**src/rtl/core/hlg_pkg.sv**
```systemverilog
// Shared types and constants of the multiclass hinge loss gradient block.
`default_nettype none

package hlg_pkg;

   // Parameter defaults
   localparam int MAX_CLASSES_DEF = 32;
   localparam int SCORE_WIDTH_DEF = 16;

   // Field widths
   localparam int SCORE_W     = 16;
   localparam int CLASS_W     = 5;
   localparam int MARGIN_W    = 15;
   localparam int BATCH_W     = 11;
   localparam int GRAD_W      = 16;
   localparam int LOSS_W      = 31;
   localparam int ACC_W       = 32;
   localparam int CSR_DATA_W  = 15;
   localparam int CSR_INDEX_W = 1;

   // Row length field of a descriptor covers up to 127 classes.
   localparam int ROW_LEN_W = 7;

   // One queue entry for each buffer bank.
   localparam int QUEUE_DEPTH = 2;

   // Divider geometry: a long run walks all dividend bits, a short run the low half.
   localparam int DIV_W       = 32;
   localparam int DIV_SHORT_W = 16;

   // One in Q8.8.
   localparam int Q8_SHIFT = 8;
   localparam logic [DIV_SHORT_W-1:0] Q8_ONE = DIV_SHORT_W'(256);

   // Register indexes and reset values
   localparam logic [CSR_INDEX_W-1:0] CSR_MARGIN     = 1'b0;
   localparam logic [CSR_INDEX_W-1:0] CSR_BATCH_SIZE = 1'b1;
   localparam logic [MARGIN_W-1:0]    MARGIN_RESET   = 15'd256;
   localparam logic [BATCH_W-1:0]     BATCH_RESET    = 11'd1;

   typedef struct packed {
      logic signed [SCORE_W-1:0] score;
      logic [CLASS_W-1:0]        true_class;
      logic                      row_end;
      logic                      batch_end;
   } req_word_type;

   typedef struct packed {
      logic signed [GRAD_W-1:0] gradient;
      logic [CLASS_W-1:0]       class_index;
      logic [LOSS_W-1:0]        batch_loss;
      logic                     loss_valid;
      logic                     row_error;
      logic                     last;
   } rsp_word_type;

   // A closed row as handed from the front to the back.
   typedef struct packed {
      logic [ROW_LEN_W-1:0] len;
      logic [CLASS_W-1:0]   label;
      logic                 err;
      logic                 batch_end;
   } row_desc_type;

   typedef struct packed {
      logic               start;
      logic               short_op;
      logic [DIV_W-1:0]   dividend;
      logic [BATCH_W-1:0] divisor;
   } div_cmd_type;

   typedef struct packed {
      logic             done;
      logic [DIV_W-1:0] quotient;
   } div_res_type;

endpackage

`default_nettype wire

```
**src/rtl/core/hlg_ram.sv**
```systemverilog
// Generic single write port, single read port RAM with registered read data.
`default_nettype none

module hlg_ram #(
   parameter int WIDTH = hlg_pkg::SCORE_WIDTH_DEF,
   parameter int DEPTH = 2 * hlg_pkg::MAX_CLASSES_DEF
) (
   input  logic                     clock,
   input  logic                     wr_en,
   input  logic [$clog2(DEPTH)-1:0] wr_addr,
   input  logic [WIDTH-1:0]         wr_data,
   input  logic [$clog2(DEPTH)-1:0] rd_addr,
   output logic [WIDTH-1:0]         rd_data
);

   logic [WIDTH-1:0] mem_ff [DEPTH];
   logic [WIDTH-1:0] rd_data_ff;

   // Write and registered read.
   always_ff @(posedge clock) begin
      if (wr_en) begin
         mem_ff[wr_addr] <= wr_data;
      end
      rd_data_ff <= mem_ff[rd_addr];
   end

   assign rd_data = rd_data_ff;

endmodule

`default_nettype wire

```
**src/rtl/core/hlg_front.sv**
```systemverilog
// Front end: accepts score words, fills the row buffer and closes rows into descriptors.
`default_nettype none

module hlg_front #(
   parameter int MAX_CLASSES = hlg_pkg::MAX_CLASSES_DEF,
   parameter int SCORE_WIDTH = hlg_pkg::SCORE_WIDTH_DEF
) (
   input  logic                               clock,
   input  logic                               reset,
   input  logic                               req_valid,
   output logic                               req_ready,
   input  hlg_pkg::req_word_type              req_word,
   input  logic                               q_full,
   output logic                               q_push,
   output hlg_pkg::row_desc_type              q_desc,
   output logic                               buf_wr_en,
   output logic [$clog2(2*MAX_CLASSES)-1:0]   buf_wr_addr,
   output logic [SCORE_WIDTH-1:0]             buf_wr_data
);

   import hlg_pkg::*;

   localparam int IDX_W = $clog2(MAX_CLASSES);
   localparam int LEN_W = $clog2(MAX_CLASSES + 1);
   localparam int CMP_W = (LEN_W > CLASS_W) ? LEN_W : CLASS_W;

   logic [LEN_W-1:0]     row_len_ff, row_len_in;
   logic                 ovf_ff, ovf_in;
   logic                 bank_ff, bank_in;
   logic                 accept;
   logic                 has_room;
   logic [LEN_W-1:0]     n_close;
   logic [2*SCORE_W-1:0] score_wide;

   // A new word is taken whenever the queue can hold one more closed row,
   // which also means the bank being filled is not in use by the back end.
   assign req_ready = !q_full;
   assign accept    = req_valid && req_ready;
   assign has_room  = row_len_ff < LEN_W'(MAX_CLASSES);
   assign n_close   = has_room ? (row_len_ff + LEN_W'(1)) : row_len_ff;

   // The score field is taken at the buffer width.
   assign score_wide  = {SCORE_W'(0), req_word.score};
   assign buf_wr_en   = accept && has_room;
   assign buf_wr_addr = {bank_ff, row_len_ff[IDX_W-1:0]};
   assign buf_wr_data = score_wide[SCORE_WIDTH-1:0];

   // Row close: describe the row for the back end.
   assign q_push           = accept && req_word.row_end;
   assign q_desc.len       = ROW_LEN_W'(n_close);
   assign q_desc.label     = req_word.true_class;
   assign q_desc.err       = ovf_ff || !has_room ||
                             (CMP_W'(req_word.true_class) >= CMP_W'(n_close));
   assign q_desc.batch_end = req_word.batch_end;

   // Row length, overflow and bank bookkeeping.
   always_comb begin
      row_len_in = row_len_ff;
      ovf_in     = ovf_ff;
      bank_in    = bank_ff;
      if (accept) begin
         if (req_word.row_end) begin
            row_len_in = '0;
            ovf_in     = 1'b0;
            bank_in    = !bank_ff;
         end else if (has_room) begin
            row_len_in = row_len_ff + LEN_W'(1);
         end else begin
            ovf_in = 1'b1;
         end
      end
   end

   always_ff @(posedge clock) begin
      if (reset) begin
         row_len_ff <= '0;
         ovf_ff     <= 1'b0;
         bank_ff    <= 1'b0;
      end else begin
         row_len_ff <= row_len_in;
         ovf_ff     <= ovf_in;
         bank_ff    <= bank_in;
      end
   end

endmodule

`default_nettype wire

```
**src/rtl/core/hlg_queue.sv**
```systemverilog
// Small descriptor queue between the front end and the back end.
`default_nettype none

module hlg_queue (
   input  logic                  clock,
   input  logic                  reset,
   input  logic                  push,
   input  hlg_pkg::row_desc_type push_desc,
   input  logic                  pop,
   output logic                  full,
   output logic                  empty,
   output hlg_pkg::row_desc_type head
);

   import hlg_pkg::*;

   localparam int PTR_W = (QUEUE_DEPTH > 1) ? $clog2(QUEUE_DEPTH) : 1;
   localparam int CNT_W = $clog2(QUEUE_DEPTH + 1);

   row_desc_type     entry_ff [QUEUE_DEPTH];
   logic [PTR_W-1:0] wr_ptr_ff, wr_ptr_in;
   logic [PTR_W-1:0] rd_ptr_ff, rd_ptr_in;
   logic [CNT_W-1:0] count_ff, count_in;
   logic             do_push;
   logic             do_pop;

   assign full    = count_ff == CNT_W'(QUEUE_DEPTH);
   assign empty   = count_ff == '0;
   assign head    = entry_ff[rd_ptr_ff];
   assign do_push = push && !full;
   assign do_pop  = pop && !empty;

   // Pointer and fill count update.
   always_comb begin
      wr_ptr_in = wr_ptr_ff;
      rd_ptr_in = rd_ptr_ff;
      count_in  = count_ff;
      if (do_push) begin
         wr_ptr_in = (wr_ptr_ff == PTR_W'(QUEUE_DEPTH - 1)) ? '0 : wr_ptr_ff + PTR_W'(1);
      end
      if (do_pop) begin
         rd_ptr_in = (rd_ptr_ff == PTR_W'(QUEUE_DEPTH - 1)) ? '0 : rd_ptr_ff + PTR_W'(1);
      end
      if (do_push && !do_pop) begin
         count_in = count_ff + CNT_W'(1);
      end else if (do_pop && !do_push) begin
         count_in = count_ff - CNT_W'(1);
      end
   end

   always_ff @(posedge clock) begin
      if (reset) begin
         wr_ptr_ff <= '0;
         rd_ptr_ff <= '0;
         count_ff  <= '0;
      end else begin
         wr_ptr_ff <= wr_ptr_in;
         rd_ptr_ff <= rd_ptr_in;
         count_ff  <= count_in;
      end
   end

   // Entry storage.
   always_ff @(posedge clock) begin
      if (do_push) begin
         entry_ff[wr_ptr_ff] <= push_desc;
      end
   end

endmodule

`default_nettype wire

```
**src/rtl/core/hlg_div.sv**
```systemverilog
// Radix-2 restoring divider: one quotient bit per cycle, short or long dividend.
`default_nettype none

module hlg_div (
   input  logic                 clock,
   input  logic                 reset,
   input  hlg_pkg::div_cmd_type cmd,
   output hlg_pkg::div_res_type res
);

   import hlg_pkg::*;

   localparam int CNT_W = $clog2(DIV_W + 1);

   logic                 busy_ff, busy_in;
   logic                 done_ff, done_in;
   logic [CNT_W-1:0]     cnt_ff, cnt_in;
   logic [DIV_W-1:0]     dvd_ff, dvd_in;
   logic [DIV_W-1:0]     quo_ff, quo_in;
   logic [BATCH_W-1:0]   rem_ff, rem_in;
   logic [BATCH_W-1:0]   dvs_ff, dvs_in;
   logic [BATCH_W:0]     trial;
   logic [BATCH_W:0]     diff;
   logic                 fits;

   // Shift the next dividend bit into the partial remainder and try the subtract.
   assign trial = {rem_ff, dvd_ff[DIV_W-1]};
   assign diff  = trial - {1'b0, dvs_ff};
   assign fits  = trial >= {1'b0, dvs_ff};

   always_comb begin
      busy_in = busy_ff;
      done_in = 1'b0;
      cnt_in  = cnt_ff;
      dvd_in  = dvd_ff;
      quo_in  = quo_ff;
      rem_in  = rem_ff;
      dvs_in  = dvs_ff;
      if (cmd.start) begin
         // A short run places the low half at the top so only it is walked.
         busy_in = 1'b1;
         dvd_in  = cmd.short_op ? {cmd.dividend[DIV_SHORT_W-1:0], DIV_SHORT_W'(0)}
                                : cmd.dividend;
         cnt_in  = cmd.short_op ? CNT_W'(DIV_SHORT_W) : CNT_W'(DIV_W);
         quo_in  = '0;
         rem_in  = '0;
         dvs_in  = cmd.divisor;
      end else if (busy_ff) begin
         rem_in = fits ? diff[BATCH_W-1:0] : trial[BATCH_W-1:0];
         quo_in = {quo_ff[DIV_W-2:0], fits};
         dvd_in = {dvd_ff[DIV_W-2:0], 1'b0};
         cnt_in = cnt_ff - CNT_W'(1);
         if (cnt_ff == CNT_W'(1)) begin
            busy_in = 1'b0;
            done_in = 1'b1;
         end
      end
   end

   always_ff @(posedge clock) begin
      if (reset) begin
         busy_ff <= 1'b0;
         done_ff <= 1'b0;
         cnt_ff  <= '0;
      end else begin
         busy_ff <= busy_in;
         done_ff <= done_in;
         cnt_ff  <= cnt_in;
      end
      dvd_ff <= dvd_in;
      quo_ff <= quo_in;
      rem_ff <= rem_in;
      dvs_ff <= dvs_in;
   end

   assign res.done     = done_ff;
   assign res.quotient = quo_ff;

endmodule

`default_nettype wire

```
**src/rtl/core/hlg_back.sv**
```systemverilog
// Back end: scans a buffered row, runs the divisions and emits one gradient word per class.
`default_nettype none

module hlg_back #(
   parameter int MAX_CLASSES = hlg_pkg::MAX_CLASSES_DEF,
   parameter int SCORE_WIDTH = hlg_pkg::SCORE_WIDTH_DEF
) (
   input  logic                             clock,
   input  logic                             reset,
   input  logic                             q_empty,
   input  hlg_pkg::row_desc_type            q_head,
   output logic                             q_pop,
   output logic [$clog2(2*MAX_CLASSES)-1:0] buf_rd_addr,
   input  logic [SCORE_WIDTH-1:0]           buf_rd_data,
   input  logic [hlg_pkg::MARGIN_W-1:0]     margin,
   input  logic [hlg_pkg::BATCH_W-1:0]      batch_size,
   output hlg_pkg::div_cmd_type             div_cmd,
   input  hlg_pkg::div_res_type             div_res,
   output logic                             rsp_valid,
   input  logic                             rsp_ready,
   output hlg_pkg::rsp_word_type            rsp_word
);

   import hlg_pkg::*;

   localparam int IDX_W  = $clog2(MAX_CLASSES);
   localparam int LEN_W  = $clog2(MAX_CLASSES + 1);
   localparam int CMP_W  = (LEN_W > CLASS_W) ? LEN_W : CLASS_W;
   localparam int TERM_W = ((SCORE_WIDTH > MARGIN_W) ? SCORE_WIDTH : MARGIN_W) + 2;
   localparam int SUM_W  = ((ACC_W > TERM_W - 1) ? ACC_W : TERM_W - 1) + 1;

   typedef enum logic [7:0] {
      ST_IDLE     = 8'b0000_0001,
      ST_T_DATA   = 8'b0000_0010,
      ST_SCAN     = 8'b0000_0100,
      ST_DRAIN    = 8'b0000_1000,
      ST_DIV_UNIT = 8'b0001_0000,
      ST_DIV_TRUE = 8'b0010_0000,
      ST_DIV_LOSS = 8'b0100_0000,
      ST_EMIT     = 8'b1000_0000
   } back_state_type;

   back_state_type            state_ff, state_in;
   logic                      bank_ff, bank_in;
   logic [IDX_W-1:0]          idx_ff, idx_in;
   logic signed [SCORE_WIDTH-1:0] t_ff, t_in;
   logic [TERM_W-2:0]         term_ff, term_in;
   logic                      term_vld_ff, term_vld_in;
   logic [ACC_W-1:0]          acc_ff, acc_in;
   logic [LEN_W-1:0]          positives_ff, positives_in;
   logic [MAX_CLASSES-1:0]    pos_ff, pos_in;
   logic [GRAD_W-1:0]         q_unit_ff, q_unit_in;
   logic [GRAD_W-1:0]         q_true_ff, q_true_in;
   logic [LOSS_W-1:0]         loss_ff, loss_in;
   logic                      rsp_valid_ff, rsp_valid_in;
   rsp_word_type              rsp_word_ff, rsp_word_in;

   logic [IDX_W-1:0]          label_idx;
   logic [IDX_W-1:0]          last_idx;
   logic                      idx_last;
   logic signed [TERM_W-1:0]  term;
   logic                      is_pos;
   logic [SUM_W-1:0]          acc_sum;
   logic signed [GRAD_W-1:0]  grad;
   logic                      slot_free;

   // Row facts from the head descriptor, which stays in the queue until the row is done.
   assign label_idx = IDX_W'(CMP_W'(q_head.label));
   assign last_idx  = IDX_W'(q_head.len - ROW_LEN_W'(1));
   assign idx_last  = idx_ff == last_idx;

   // Hinge term of the class whose score arrives from the buffer this cycle.
   assign term   = TERM_W'(signed'({1'b0, margin})) - TERM_W'(t_ff)
                 + TERM_W'(signed'(buf_rd_data));
   assign is_pos = !term[TERM_W-1] && (term != '0) && (idx_ff != label_idx);

   // Saturating loss accumulation, one stage after the term.
   assign acc_sum = SUM_W'(acc_ff) + SUM_W'(term_ff);

   // Gradient of the class being emitted.
   always_comb begin
      if (q_head.err) begin
         grad = '0;
      end else if (idx_ff == label_idx) begin
         grad = -signed'(q_true_ff);
      end else if (pos_ff[idx_ff]) begin
         grad = signed'(q_unit_ff);
      end else begin
         grad = '0;
      end
   end

   assign slot_free = !rsp_valid_ff || rsp_ready;

   always_comb begin
      state_in     = state_ff;
      bank_in      = bank_ff;
      idx_in       = idx_ff;
      t_in         = t_ff;
      term_in      = term_ff;
      term_vld_in  = 1'b0;
      acc_in       = acc_ff;
      positives_in = positives_ff;
      pos_in       = pos_ff;
      q_unit_in    = q_unit_ff;
      q_true_in    = q_true_ff;
      loss_in      = loss_ff;
      rsp_valid_in = rsp_valid_ff && !rsp_ready;
      rsp_word_in  = rsp_word_ff;
      q_pop        = 1'b0;
      buf_rd_addr  = {bank_ff, idx_ff};
      div_cmd          = '0;
      div_cmd.divisor  = batch_size;

      // Fold the previous positive term into the loss and the positive count.
      if (term_vld_ff) begin
         acc_in       = (acc_sum[SUM_W-1:ACC_W] != '0) ? '1 : acc_sum[ACC_W-1:0];
         positives_in = positives_ff + LEN_W'(1);
      end

      unique case (state_ff)
         ST_IDLE: begin
            // Read the true score ahead; a faulty row skips the scan.
            buf_rd_addr = {bank_ff, label_idx};
            if (!q_empty) begin
               positives_in = '0;
               pos_in       = '0;
               state_in     = q_head.err ? ST_DRAIN : ST_T_DATA;
            end
         end
         ST_T_DATA: begin
            t_in        = signed'(buf_rd_data);
            buf_rd_addr = {bank_ff, IDX_W'(0)};
            idx_in      = '0;
            state_in    = ST_SCAN;
         end
         ST_SCAN: begin
            buf_rd_addr    = {bank_ff, idx_ff + IDX_W'(1)};
            term_vld_in    = is_pos;
            term_in        = is_pos ? term[TERM_W-2:0] : '0;
            pos_in[idx_ff] = is_pos;
            if (idx_last) begin
               state_in = ST_DRAIN;
            end else begin
               idx_in = idx_ff + IDX_W'(1);
            end
         end
         ST_DRAIN: begin
            // Last term lands in the accumulator; start one over batch size.
            div_cmd.start    = 1'b1;
            div_cmd.short_op = 1'b1;
            div_cmd.dividend = DIV_W'(Q8_ONE);
            idx_in           = '0;
            state_in         = ST_DIV_UNIT;
         end
         ST_DIV_UNIT: begin
            if (div_res.done) begin
               q_unit_in        = GRAD_W'(div_res.quotient);
               div_cmd.start    = 1'b1;
               div_cmd.short_op = 1'b1;
               div_cmd.dividend = DIV_W'(positives_ff) << Q8_SHIFT;
               state_in         = ST_DIV_TRUE;
            end
         end
         ST_DIV_TRUE: begin
            if (div_res.done) begin
               q_true_in = GRAD_W'(div_res.quotient);
               if (q_head.batch_end) begin
                  div_cmd.start    = 1'b1;
                  div_cmd.short_op = 1'b0;
                  div_cmd.dividend = acc_ff;
                  state_in         = ST_DIV_LOSS;
               end else begin
                  state_in = ST_EMIT;
               end
            end
         end
         ST_DIV_LOSS: begin
            if (div_res.done) begin
               loss_in  = div_res.quotient[DIV_W-1] ? '1 : div_res.quotient[LOSS_W-1:0];
               state_in = ST_EMIT;
            end
         end
         ST_EMIT: begin
            if (slot_free) begin
               rsp_valid_in            = 1'b1;
               rsp_word_in.gradient    = grad;
               rsp_word_in.class_index = CLASS_W'(CMP_W'(idx_ff));
               rsp_word_in.loss_valid  = idx_last && q_head.batch_end;
               rsp_word_in.batch_loss  = (idx_last && q_head.batch_end) ? loss_ff : '0;
               rsp_word_in.row_error   = q_head.err;
               rsp_word_in.last        = idx_last;
               if (idx_last) begin
                  q_pop    = 1'b1;
                  bank_in  = !bank_ff;
                  state_in = ST_IDLE;
                  if (q_head.batch_end) begin
                     acc_in = '0;
                  end
               end else begin
                  idx_in = idx_ff + IDX_W'(1);
               end
            end
         end
         default: begin
            state_in = ST_IDLE;
         end
      endcase
   end

   always_ff @(posedge clock) begin
      if (reset) begin
         state_ff     <= ST_IDLE;
         bank_ff      <= 1'b0;
         idx_ff       <= '0;
         term_vld_ff  <= 1'b0;
         acc_ff       <= '0;
         positives_ff <= '0;
         pos_ff       <= '0;
         rsp_valid_ff <= 1'b0;
      end else begin
         state_ff     <= state_in;
         bank_ff      <= bank_in;
         idx_ff       <= idx_in;
         term_vld_ff  <= term_vld_in;
         acc_ff       <= acc_in;
         positives_ff <= positives_in;
         pos_ff       <= pos_in;
         rsp_valid_ff <= rsp_valid_in;
      end
      t_ff        <= t_in;
      term_ff     <= term_in;
      q_unit_ff   <= q_unit_in;
      q_true_ff   <= q_true_in;
      loss_ff     <= loss_in;
      rsp_word_ff <= rsp_word_in;
   end

   assign rsp_valid = rsp_valid_ff;
   assign rsp_word  = rsp_word_ff;

endmodule

`default_nettype wire

```
**src/rtl/core/multiclass_hinge_loss_gradient.sv**
```systemverilog
// Top level of the multiclass hinge loss gradient block.
//
// Channel   Ports                               Dir  Transfer
// request   req_valid, req_ready, req_word      in   valid/ready, one score per word
// response  rsp_valid, rsp_ready, rsp_word      out  valid/ready, one class per word
// config    csr_wr_en, csr_index, csr_wdata     in   write strobe, no wait state
//
// The front end takes one score per cycle into a two-bank row buffer; it stalls only
// when two closed rows are held in the queue, the one in the back end included.
// A row of n classes passes through the back end in order: the true score fetch, a scan
// over the buffer read port, a drain step, two 16-step divisions in the shared radix-2
// divider, and an emit step for each class; a batch-closing row adds a 32-step division.
// A faulty row skips the fetch and the scan.
// Reset is synchronous; the row buffer needs no clearing.
// A low rsp_ready holds the back end in its emit step without losing a word.
`default_nettype none

module multiclass_hinge_loss_gradient #(
   parameter int MAX_CLASSES = hlg_pkg::MAX_CLASSES_DEF,
   parameter int SCORE_WIDTH = hlg_pkg::SCORE_WIDTH_DEF
) (
   input  logic                            clock,
   input  logic                            reset,
   input  logic                            req_valid,
   output logic                            req_ready,
   input  hlg_pkg::req_word_type           req_word,
   output logic                            rsp_valid,
   input  logic                            rsp_ready,
   output hlg_pkg::rsp_word_type           rsp_word,
   input  logic                            csr_wr_en,
   input  logic [hlg_pkg::CSR_INDEX_W-1:0] csr_index,
   input  logic [hlg_pkg::CSR_DATA_W-1:0]  csr_wdata
);

   import hlg_pkg::*;

   // Each bank spans a power of two so the bank bit can lead the address.
   localparam int BUF_DEPTH = 2 * (2 ** $clog2(MAX_CLASSES));
   localparam int BUF_AW    = $clog2(BUF_DEPTH);

   logic [MARGIN_W-1:0] margin_ff, margin_in;
   logic [BATCH_W-1:0]  batch_ff, batch_in;
   logic [BATCH_W-1:0]  batch_eff;

   logic                q_full;
   logic                q_empty;
   logic                q_push;
   logic                q_pop;
   row_desc_type        q_desc;
   row_desc_type        q_head;

   logic                buf_wr_en;
   logic [BUF_AW-1:0]   buf_wr_addr;
   logic [SCORE_WIDTH-1:0] buf_wr_data;
   logic [BUF_AW-1:0]   buf_rd_addr;
   logic [SCORE_WIDTH-1:0] buf_rd_data;

   div_cmd_type         div_cmd;
   div_res_type         div_res;

   // Configuration registers.
   always_comb begin
      margin_in = margin_ff;
      batch_in  = batch_ff;
      if (csr_wr_en) begin
         unique case (csr_index)
            CSR_MARGIN:     margin_in = csr_wdata[MARGIN_W-1:0];
            CSR_BATCH_SIZE: batch_in  = csr_wdata[BATCH_W-1:0];
            default: begin
               margin_in = margin_ff;
            end
         endcase
      end
   end

   always_ff @(posedge clock) begin
      if (reset) begin
         margin_ff <= MARGIN_RESET;
         batch_ff  <= BATCH_RESET;
      end else begin
         margin_ff <= margin_in;
         batch_ff  <= batch_in;
      end
   end

   // A batch size of zero divides as one.
   assign batch_eff = (batch_ff == '0) ? BATCH_W'(1) : batch_ff;

   hlg_front #(
      .MAX_CLASSES (MAX_CLASSES),
      .SCORE_WIDTH (SCORE_WIDTH)
   ) u_front (
      .clock       (clock),
      .reset       (reset),
      .req_valid   (req_valid),
      .req_ready   (req_ready),
      .req_word    (req_word),
      .q_full      (q_full),
      .q_push      (q_push),
      .q_desc      (q_desc),
      .buf_wr_en   (buf_wr_en),
      .buf_wr_addr (buf_wr_addr),
      .buf_wr_data (buf_wr_data)
   );

   hlg_ram #(
      .WIDTH (SCORE_WIDTH),
      .DEPTH (BUF_DEPTH)
   ) u_row_buf (
      .clock   (clock),
      .wr_en   (buf_wr_en),
      .wr_addr (buf_wr_addr),
      .wr_data (buf_wr_data),
      .rd_addr (buf_rd_addr),
      .rd_data (buf_rd_data)
   );

   hlg_queue u_queue (
      .clock     (clock),
      .reset     (reset),
      .push      (q_push),
      .push_desc (q_desc),
      .pop       (q_pop),
      .full      (q_full),
      .empty     (q_empty),
      .head      (q_head)
   );

   hlg_div u_div (
      .clock (clock),
      .reset (reset),
      .cmd   (div_cmd),
      .res   (div_res)
   );

   hlg_back #(
      .MAX_CLASSES (MAX_CLASSES),
      .SCORE_WIDTH (SCORE_WIDTH)
   ) u_back (
      .clock       (clock),
      .reset       (reset),
      .q_empty     (q_empty),
      .q_head      (q_head),
      .q_pop       (q_pop),
      .buf_rd_addr (buf_rd_addr),
      .buf_rd_data (buf_rd_data),
      .margin      (margin_ff),
      .batch_size  (batch_eff),
      .div_cmd     (div_cmd),
      .div_res     (div_res),
      .rsp_valid   (rsp_valid),
      .rsp_ready   (rsp_ready),
      .rsp_word    (rsp_word)
   );

endmodule

`default_nettype wire

```
**config.mk**
```make
export PLATFORM = sky130hd
export DESIGN_NAME = multiclass_hinge_loss_gradient
export DESIGN_NICKNAME = d
export VERILOG_FILES = /design/src/rtl/core/hlg_pkg.sv /design/src/rtl/core/hlg_ram.sv /design/src/rtl/core/hlg_front.sv /design/src/rtl/core/hlg_queue.sv /design/src/rtl/core/hlg_div.sv /design/src/rtl/core/hlg_back.sv /design/src/rtl/core/multiclass_hinge_loss_gradient.sv
export SDC_FILE = /design/constraint.sdc
export NUM_CORES = 2
export LEC_CHECK = 0
export BUFFER_PORTS_ARGS = -buffer_cell sky130_fd_sc_hd__buf_2
export CORE_MARGIN = 1
export CORE_UTILIZATION = 59
export CTS_BUF_LIST = sky130_fd_sc_hd__clkbuf_4
export CTS_CLUSTER_SIZE = 30
export DETAILED_ROUTE_END_ITERATION = 8
export MAX_ROUTING_LAYER = met4
export PLACE_DENSITY_LB_ADDON = 0.08
export SETUP_SLACK_MARGIN = 0.15
export SLEW_MARGIN = 10
export SYNTH_ARGS = -nofsm -noshare
export SYNTH_HDL_FRONTEND = slang
export SYNTH_SLANG_ARGS = --single-unit
```
**constraint.sdc**
```tcl
create_clock -name clock -period 5.1 [get_ports clock]
set_clock_uncertainty 0.05 [all_clocks]
set_input_delay 0.51 -clock clock [delete_from_list [all_inputs] [get_ports clock]]
set_output_delay 0.51 -clock clock [all_outputs]
set_load 0.1 [all_outputs]
```
# After elaboration in Yosys (flattened, before gate mapping)
# Memories as Yosys holds them, arrays and structs flattened. A register that Yosys moved wholly into a read port is not among the register bits.
# Cells that the tools add are included.
[word_totals]
ff_bits = 369
latch_bits = 0
ramBits = 1050
rom_bits = 0
out_inout_bits = 57
wordCells = 192
n_memories = 2
[mem_list]
columns = ["name", "depth", "word_bits", "rd", "rd_clocked_by_memory_dff", "wr", "line_no", "rtl"]
rows = [
  ["u_row_buf.mem_ff", 64, 16, 1, 1, 1, "hlg_ram.sv:16", "logic [WIDTH-1:0] mem_ff [DEPTH];"],
  ["u_queue.entry_ff", 2, 13, 1, 1, 1, "hlg_queue.sv:20", "row_desc_type entry_ff [QUEUE_DEPTH];"],
]
[classes]
add_sub_neg = 14
multipliers = 0
div = 0
n_lt_le_gt_ge = 5
n_eq_ne = 21
shifts = 0
muxes = 66
n_bitwise = 3
reduce_logical = 47
[op_table]
columns = ["op", "count"]
rows = [
  ["$mux W32", 10],
  ["$mux W34", 3],
  ["$pmux W34 S3", 1],
  ["$mux W8", 8],
  ["$pmux W32 S2", 1],
  ["$pmux W8 S8", 1],
  ["$mux W6", 8],
  ["$add A32 B17 Y33", 1],
  ["$bwmux W32", 1],
  ["$mux W16", 2],
  ["$pmux W5 S3", 2],
  ["$mux W1", 21],
  ["$reduce_and A2 Y1", 10],
  ["$add A17 B16 Y18", 1],
  ["$reduce_bool A18 Y1", 1],
  ["$sub A16 B16 Y17", 1],
  ["$neg A16 Y16", 1],
  ["$add A6 B1 Y6 const B", 2],
  ["$ge A12 B11 Y1", 1],
  ["$logic_and A1 B1 Y1", 12],
  ["$logic_not A11 Y1", 1],
  ["$mux W11", 1],
  ["$sub A11 B11 Y11", 1],
  ["$eq A5 B5 Y1", 2],
  ["other kinds (38)", 63],
]

# Longest topological paths before layout
[depth]
ltp_word = 9
ltp_mapped = 15

# Modules after synthesis
# Synthesis repeated with hierarchy kept, for this count alone.
[unflattened]
cells_unflattened = 3761
hier_area_um2 = 60225.3
[modules_own_cells]
columns = ["mod", "n_inst", "cells_each", "area_each_um2", "seq_area_each_um2"]
rows = [
  ["hlg_ram", 1, 1829, 40042.2, 31069.8],
  ["hlg_back", 1, 1236, 12849.8, 6256.0],
  ["hlg_div", 1, 402, 4351.7, 2312.2],
  ["hlg_queue", 1, 68, 1221.2, 940.9],
  ["multiclass_hinge_loss_gradient", 1, 129, 974.7, 520.5],
  ["hlg_front", 1, 97, 785.8, 160.2],
]

# Least setup slack after synthesis
# Ideal clock, no wire load.
[synth_timing]
kind = "register to register"
startpoint = "reg u_back.state_ff[4]"
endpoint = "reg u_queue.count_ff[1]"
setup_ps = 70
arrival_time_ps = 4865
required_ps = 4980
path_slack_ps = 114
stages_incl_launch_ff = 10
period_less_slack_ps = 4986
path_cell_list = "dfxtp_1 -> buf_6 -> nor4_2 -> nand4b_1 -> nor2b_1 -> nor2b_1 -> o21ai_0 -> ha_1 -> or3_1 -> a21oi_1"
[synth_between]
elab_chain_cells = 6
[synth_lines]
columns = ["item", "line_no", "rtl"]
rows = [
  ["from (decl)", "hlg_back.sv:43", "back_state_type state_ff, state_in;"],
  ["from (signal assigned)", "hlg_back.sv:222", "state_ff <= state_in;"],
  ["$eq A8 B8 Y1 *", "hlg_back.sv:121", "unique case (state_ff)"],
  ["$mux W1 *", "hlg_back.sv:121", ""],
  ["$logic_and A1 B1 Y1 *", "hlg_queue.sv:31", "assign do_pop = pop && !empty;"],
  ["$logic_not A1 Y1", "hlg_queue.sv:44", "if (do_push && !do_pop) begin"],
  ["$logic_and A1 B1 Y1", "hlg_queue.sv:44", ""],
  ["$mux W2 or $reduce_bool A2 Y1 (tied branches)", "n/a", ""],
  ["to (signal assigned)", "hlg_queue.sv:59", "count_ff <= count_in;"],
  ["to (decl)", "hlg_queue.sv:23", "logic [CNT_W-1:0] count_ff, count_in;"],
]
# Mark *: on every way between the ends. The rest lies on a longest branch, timed or not.
# A chain may end at the register's enable or synchronous reset.

==> results.txt <==
Max Transition Viols Final = 0
Per-cell routed wire length = 23.56 µm
CP Buf/Inv Count = 1
TritonCTS clock tree = done
Clock slew seen by the registers of the worst setup and hold paths = 0.07 ns
Remaining antenna violation count = 0
Layout Cells excl Fill = 6,559
Crit Path Category = flip-flop to flip-flop
Placer Congestion = 0.9239
Cell chain of the critical path = mux2_2 > a2bb2oi_1 > nand2_8 > nor2_8 > buf_4 > nand3_1 > nand4_1 > and4_1 > nand4_1
Vias = 39,610
Root Buffer = clkbuf_4
Nets = 5,141
Leakage power total = 24.09 nW
Largest area contributor in the netlist = edfxtp_1
Post-synth cell types = 86
Flip-flop and latch count after synthesis = 1,434
Launching element type of the critical path = flip-flop
Share of synthesized registers carrying an async set or reset = 0%
H-tree depth reported by CTS = 5
Initial standard-cell utilization of the core = 59.92%
Area of the die = 101,800 µm²
Sequential group share of total power = 43.1%
Synth warnings = 0
Routed wire length = 154,500 µm
Via count of the first global-routing pass = 38,140
Pin count of the biggest net entering global routing = 159
Setup violations, final = 0
Result of the run = finished, final reports clean
Max transition margin = 18.77%
Syn Nets = 4,725
Slowest Stage Delay on Critical Path = 0.72 ns
Number of placed instances with taps included = 5,854
Input/output buffers = 100
Clk pwr share = 31.1%
Overall power = 30.83 mW
Switching power total = 10.15 mW
Ports placed on the boundary = 101
Iteration count of the initial detailed-routing pass = 8
Synthesized cell area = 59,320 µm²
Row count = 115
Relative contribution of combinational cells to total power = 25.9%
Proportion of netlist area held by the largest area contributor = 62.87%
Number of DRC markers after the initial detailed-route iteration = 4,601
Sum Neg Setup Slack = 0 ns
# clock sinks = 1,434
Worst-path cell with the longest stage delay = dfxtp_1
Post-CTS resize count = 0
Cell with the most instances on the worst path = nand4_1
Critical path capture point type = flip-flop
Number of buffers between clock root and the deepest sink = 4
Family with the most delay on the worst path = simple AND/OR/NAND/NOR gates
CP max FO = 51
Gr ovfl total = 0
Number of maximum-capacitance violations = 0
Largest voltage drop on the vdd net = 0.0004164 V
Max Fclk = 233.3 MHz
Commonest register cell after synthesis = edfxtp_1
Combined global-route utilization of all metal layers = 31.29%
Unrepaired setup endpoints after global routing = false
Post-layout min period = 4.286 ns
Count of buffers added by post-CTS timing repair for setup = 0
Switching power as a share of total power = 32.93%
First-pass GRT wire length = 232,900 µm
Power per cell area = 461.3 nW/µm²
Dpl hpwl = 90,170 µm
Number of instances in the synthesized netlist = 4,601
Core box area = 98,990 µm²
Height of the chip = 319.1 µm
Area delta synth->final = 12.69%
Initial antenna violation count = 4
Die width = 319.1 µm
Syn_area_per_cell = 12.89 µm²
Sequential cell area fraction in the yosys report = 69.35%
Internal power = 20.68 mW
Routed via count divided by cell count = 6.039
Kind of path behind the tightest hold check = input port to flip-flop
Measured slew at the worst slew-check pin = 1.215 ns
Share of the clock period used by the worst path = 84.04%
CP Data Required Time = 6.12 ns
Number of clock buffers inserted by TritonCTS = 374
Share of layout cells above drive strength 1 = 17.50%
Clock latency on the worst-skew pair = 1.25 ns
Number of enable-type register cells in the synthesized netlist = 1,242
DRC viols = 0
Biggest area contributors in the synthesized netlist = edfxtp_1 (63%), dfxtp_1 (6.5%), nand2_1 (5.0%), nand3_1 (2.6%), mux2i_1 (2.5%)
Data arrival, critical path = 5.30 ns
Final Hold Vio Count = 0
-- tightest hold or removal path: stages --
cell and delay (ns):
dlygate4sd3_1 0.53, buf_2 0.16, nand2_1 0.06, a21oi_1 0.05
-- final timing paths --
check	from	end	slack [ns]	cells after the start
hold reg to reg	margin_ff[6]	margin_ff[6]	0.41	2
setup / recovery	flip-flop	u_row_buf.rd_data[6]	0.81	9
setup reg to reg	flip-flop	u_row_buf.rd_data[6]	0.81	9
hold / removal	csr_wdata[13]	margin_ff[13]	0.12	4
-- final cells by class --
cell class,instances,area [µm²]
Antenna cell,9,22.52
Clock buffer,537,4031
Clock inverter,85,518.0
Fill cell,7267,32150
Inverter,106,397.9
Multi-Input combinational cell,2773,16630
Sequential cell,1434,41140
Tap cell,1287,1610
Timing Repair Buffer,328,2497
-- kinds of logic (layout without fill, tap and decap cells) --
family | count (synthesis) | count (layout) | synth area share (%)
other cells | 0 | 9 | 0
simple gates | 1771 | 1771 | 14.06
buf+inv | 394 | 1056 | 2.822
mux | 158 | 158 | 2.841
xor+xnor | 82 | 82 | 1.211
compound gates | 682 | 682 | 7.809
fa+ha+maj | 80 | 80 | 1.903
flops | 1434 | 1434 | 69.35
-- power by group through the flow --
| stage | Combinational (mW) | Sequential, mW | Clock, mW |
|---|---|---|---|
| global route | 8.60 | 13.3 | 10.3 |
| floorplan | 5.42 | 13.4 | 0 |
| global placement | 7.77 | 13.5 | 0 |
| finish | 7.97 | 13.3 | 9.59 |
| CTS | 7.89 | 13.3 | 9.76 |
| detailed placement | 7.81 | 13.5 | 0 |
-- Yosys cell counts, types with 19 or more instances --
cell	n
edfxtp_1	1242
nand2_1	783
nand3_1	303
nor2_1	226
dfxtp_1	192
a21oi_1	170
clkbuf_1	158
a31oi_1	156
mux2i_1	147
and3_1	136
inv_1	105
buf_2	84
o21ai_0	83
nand4_1	66
ha_1	63
a32oi_1	51
and2_1	45
xnor2_1	43
xor2_1	39
nor3_1	38
or2_2	38
o31ai_1	33
buf_1	31
a22o_1	26
nor2b_1	25
and4_1	23
nand2b_1	20
a211oi_1	19
a22oi_1	19
-- flip-flops by register name, indices dropped and copies added (netlist names), 11 cells and up, named ones only --
signal / count
u_row_buf.mem_ff: 1024
u_back.rsp_word: 55
u_back.acc_ff: 32
u_back.pos_ff: 32
u_div.dvd_ff: 32
u_div.quo_ff: 32
u_back.loss_ff: 31
u_queue.entry_ff: 24
u_back.term_ff: 17
u_back.q_true_ff: 16
u_back.q_unit_ff: 16
u_back.t_ff: 16
u_row_buf.rd_data: 16
margin_ff: 15
batch_ff: 11
u_div.dvs_ff: 11
u_div.rem_ff: 11
-- stage by stage --
step                      util (%)  instance area (µm²)  worst slack (ns)  hold WS [ns]
final                        67.52                66850            0.8140        0.1188
after CTS                    67.50                66820            0.8858       0.01458
after global routing         67.52                66840            0.5631       0.04565
after detailed placement     62.16                61530            0.8870        0.3977
after global placement       62.16                61530            0.9009        0.3914
after floorplan                  -                59320             1.180        0.3529
-- cells in the final DEF (no fill, tap or decap), types with 23 or more instances in the layout --
cell	netlist	layout
a22o_1	26	26
inv_1	105	104
and4_1	23	23
dfxtp_1	192	191
clkbuf_4	0	537
edfxtp_1	1242	1242
and2_1	45	44
nor3_1	38	33
xor2_1	39	39
a21oi_1	170	169
xnor2_1	43	43
mux2i_1	147	147
dlygate4sd3_1	0	74
nand3_1	303	303
a32oi_1	51	51
a31oi_1	156	155
o21ai_0	83	83
clkinv_1	0	60
nor2b_1	25	24
buf_4	6	146
or2_2	38	38
nor2_1	226	221
o31ai_1	33	33
and3_1	136	136
buf_2	84	100
ha_1	63	63
nand2_1	783	783
nand4_1	66	66
-- metal layers --
metal	wire, µm	track usage, %
met1	61120	40.93
met2	74810	49.02
met3	13410	5.690
met4	5179	11.90
met5	0	-
-- repair_timing --
item / CTS / global route
endpoints found under the hold margin: 1065 / 0
setup endpoints to repair: 0 / 0
hold buffers: 74 / 0
No activity file was read; power rests on OpenSTA's default activity.
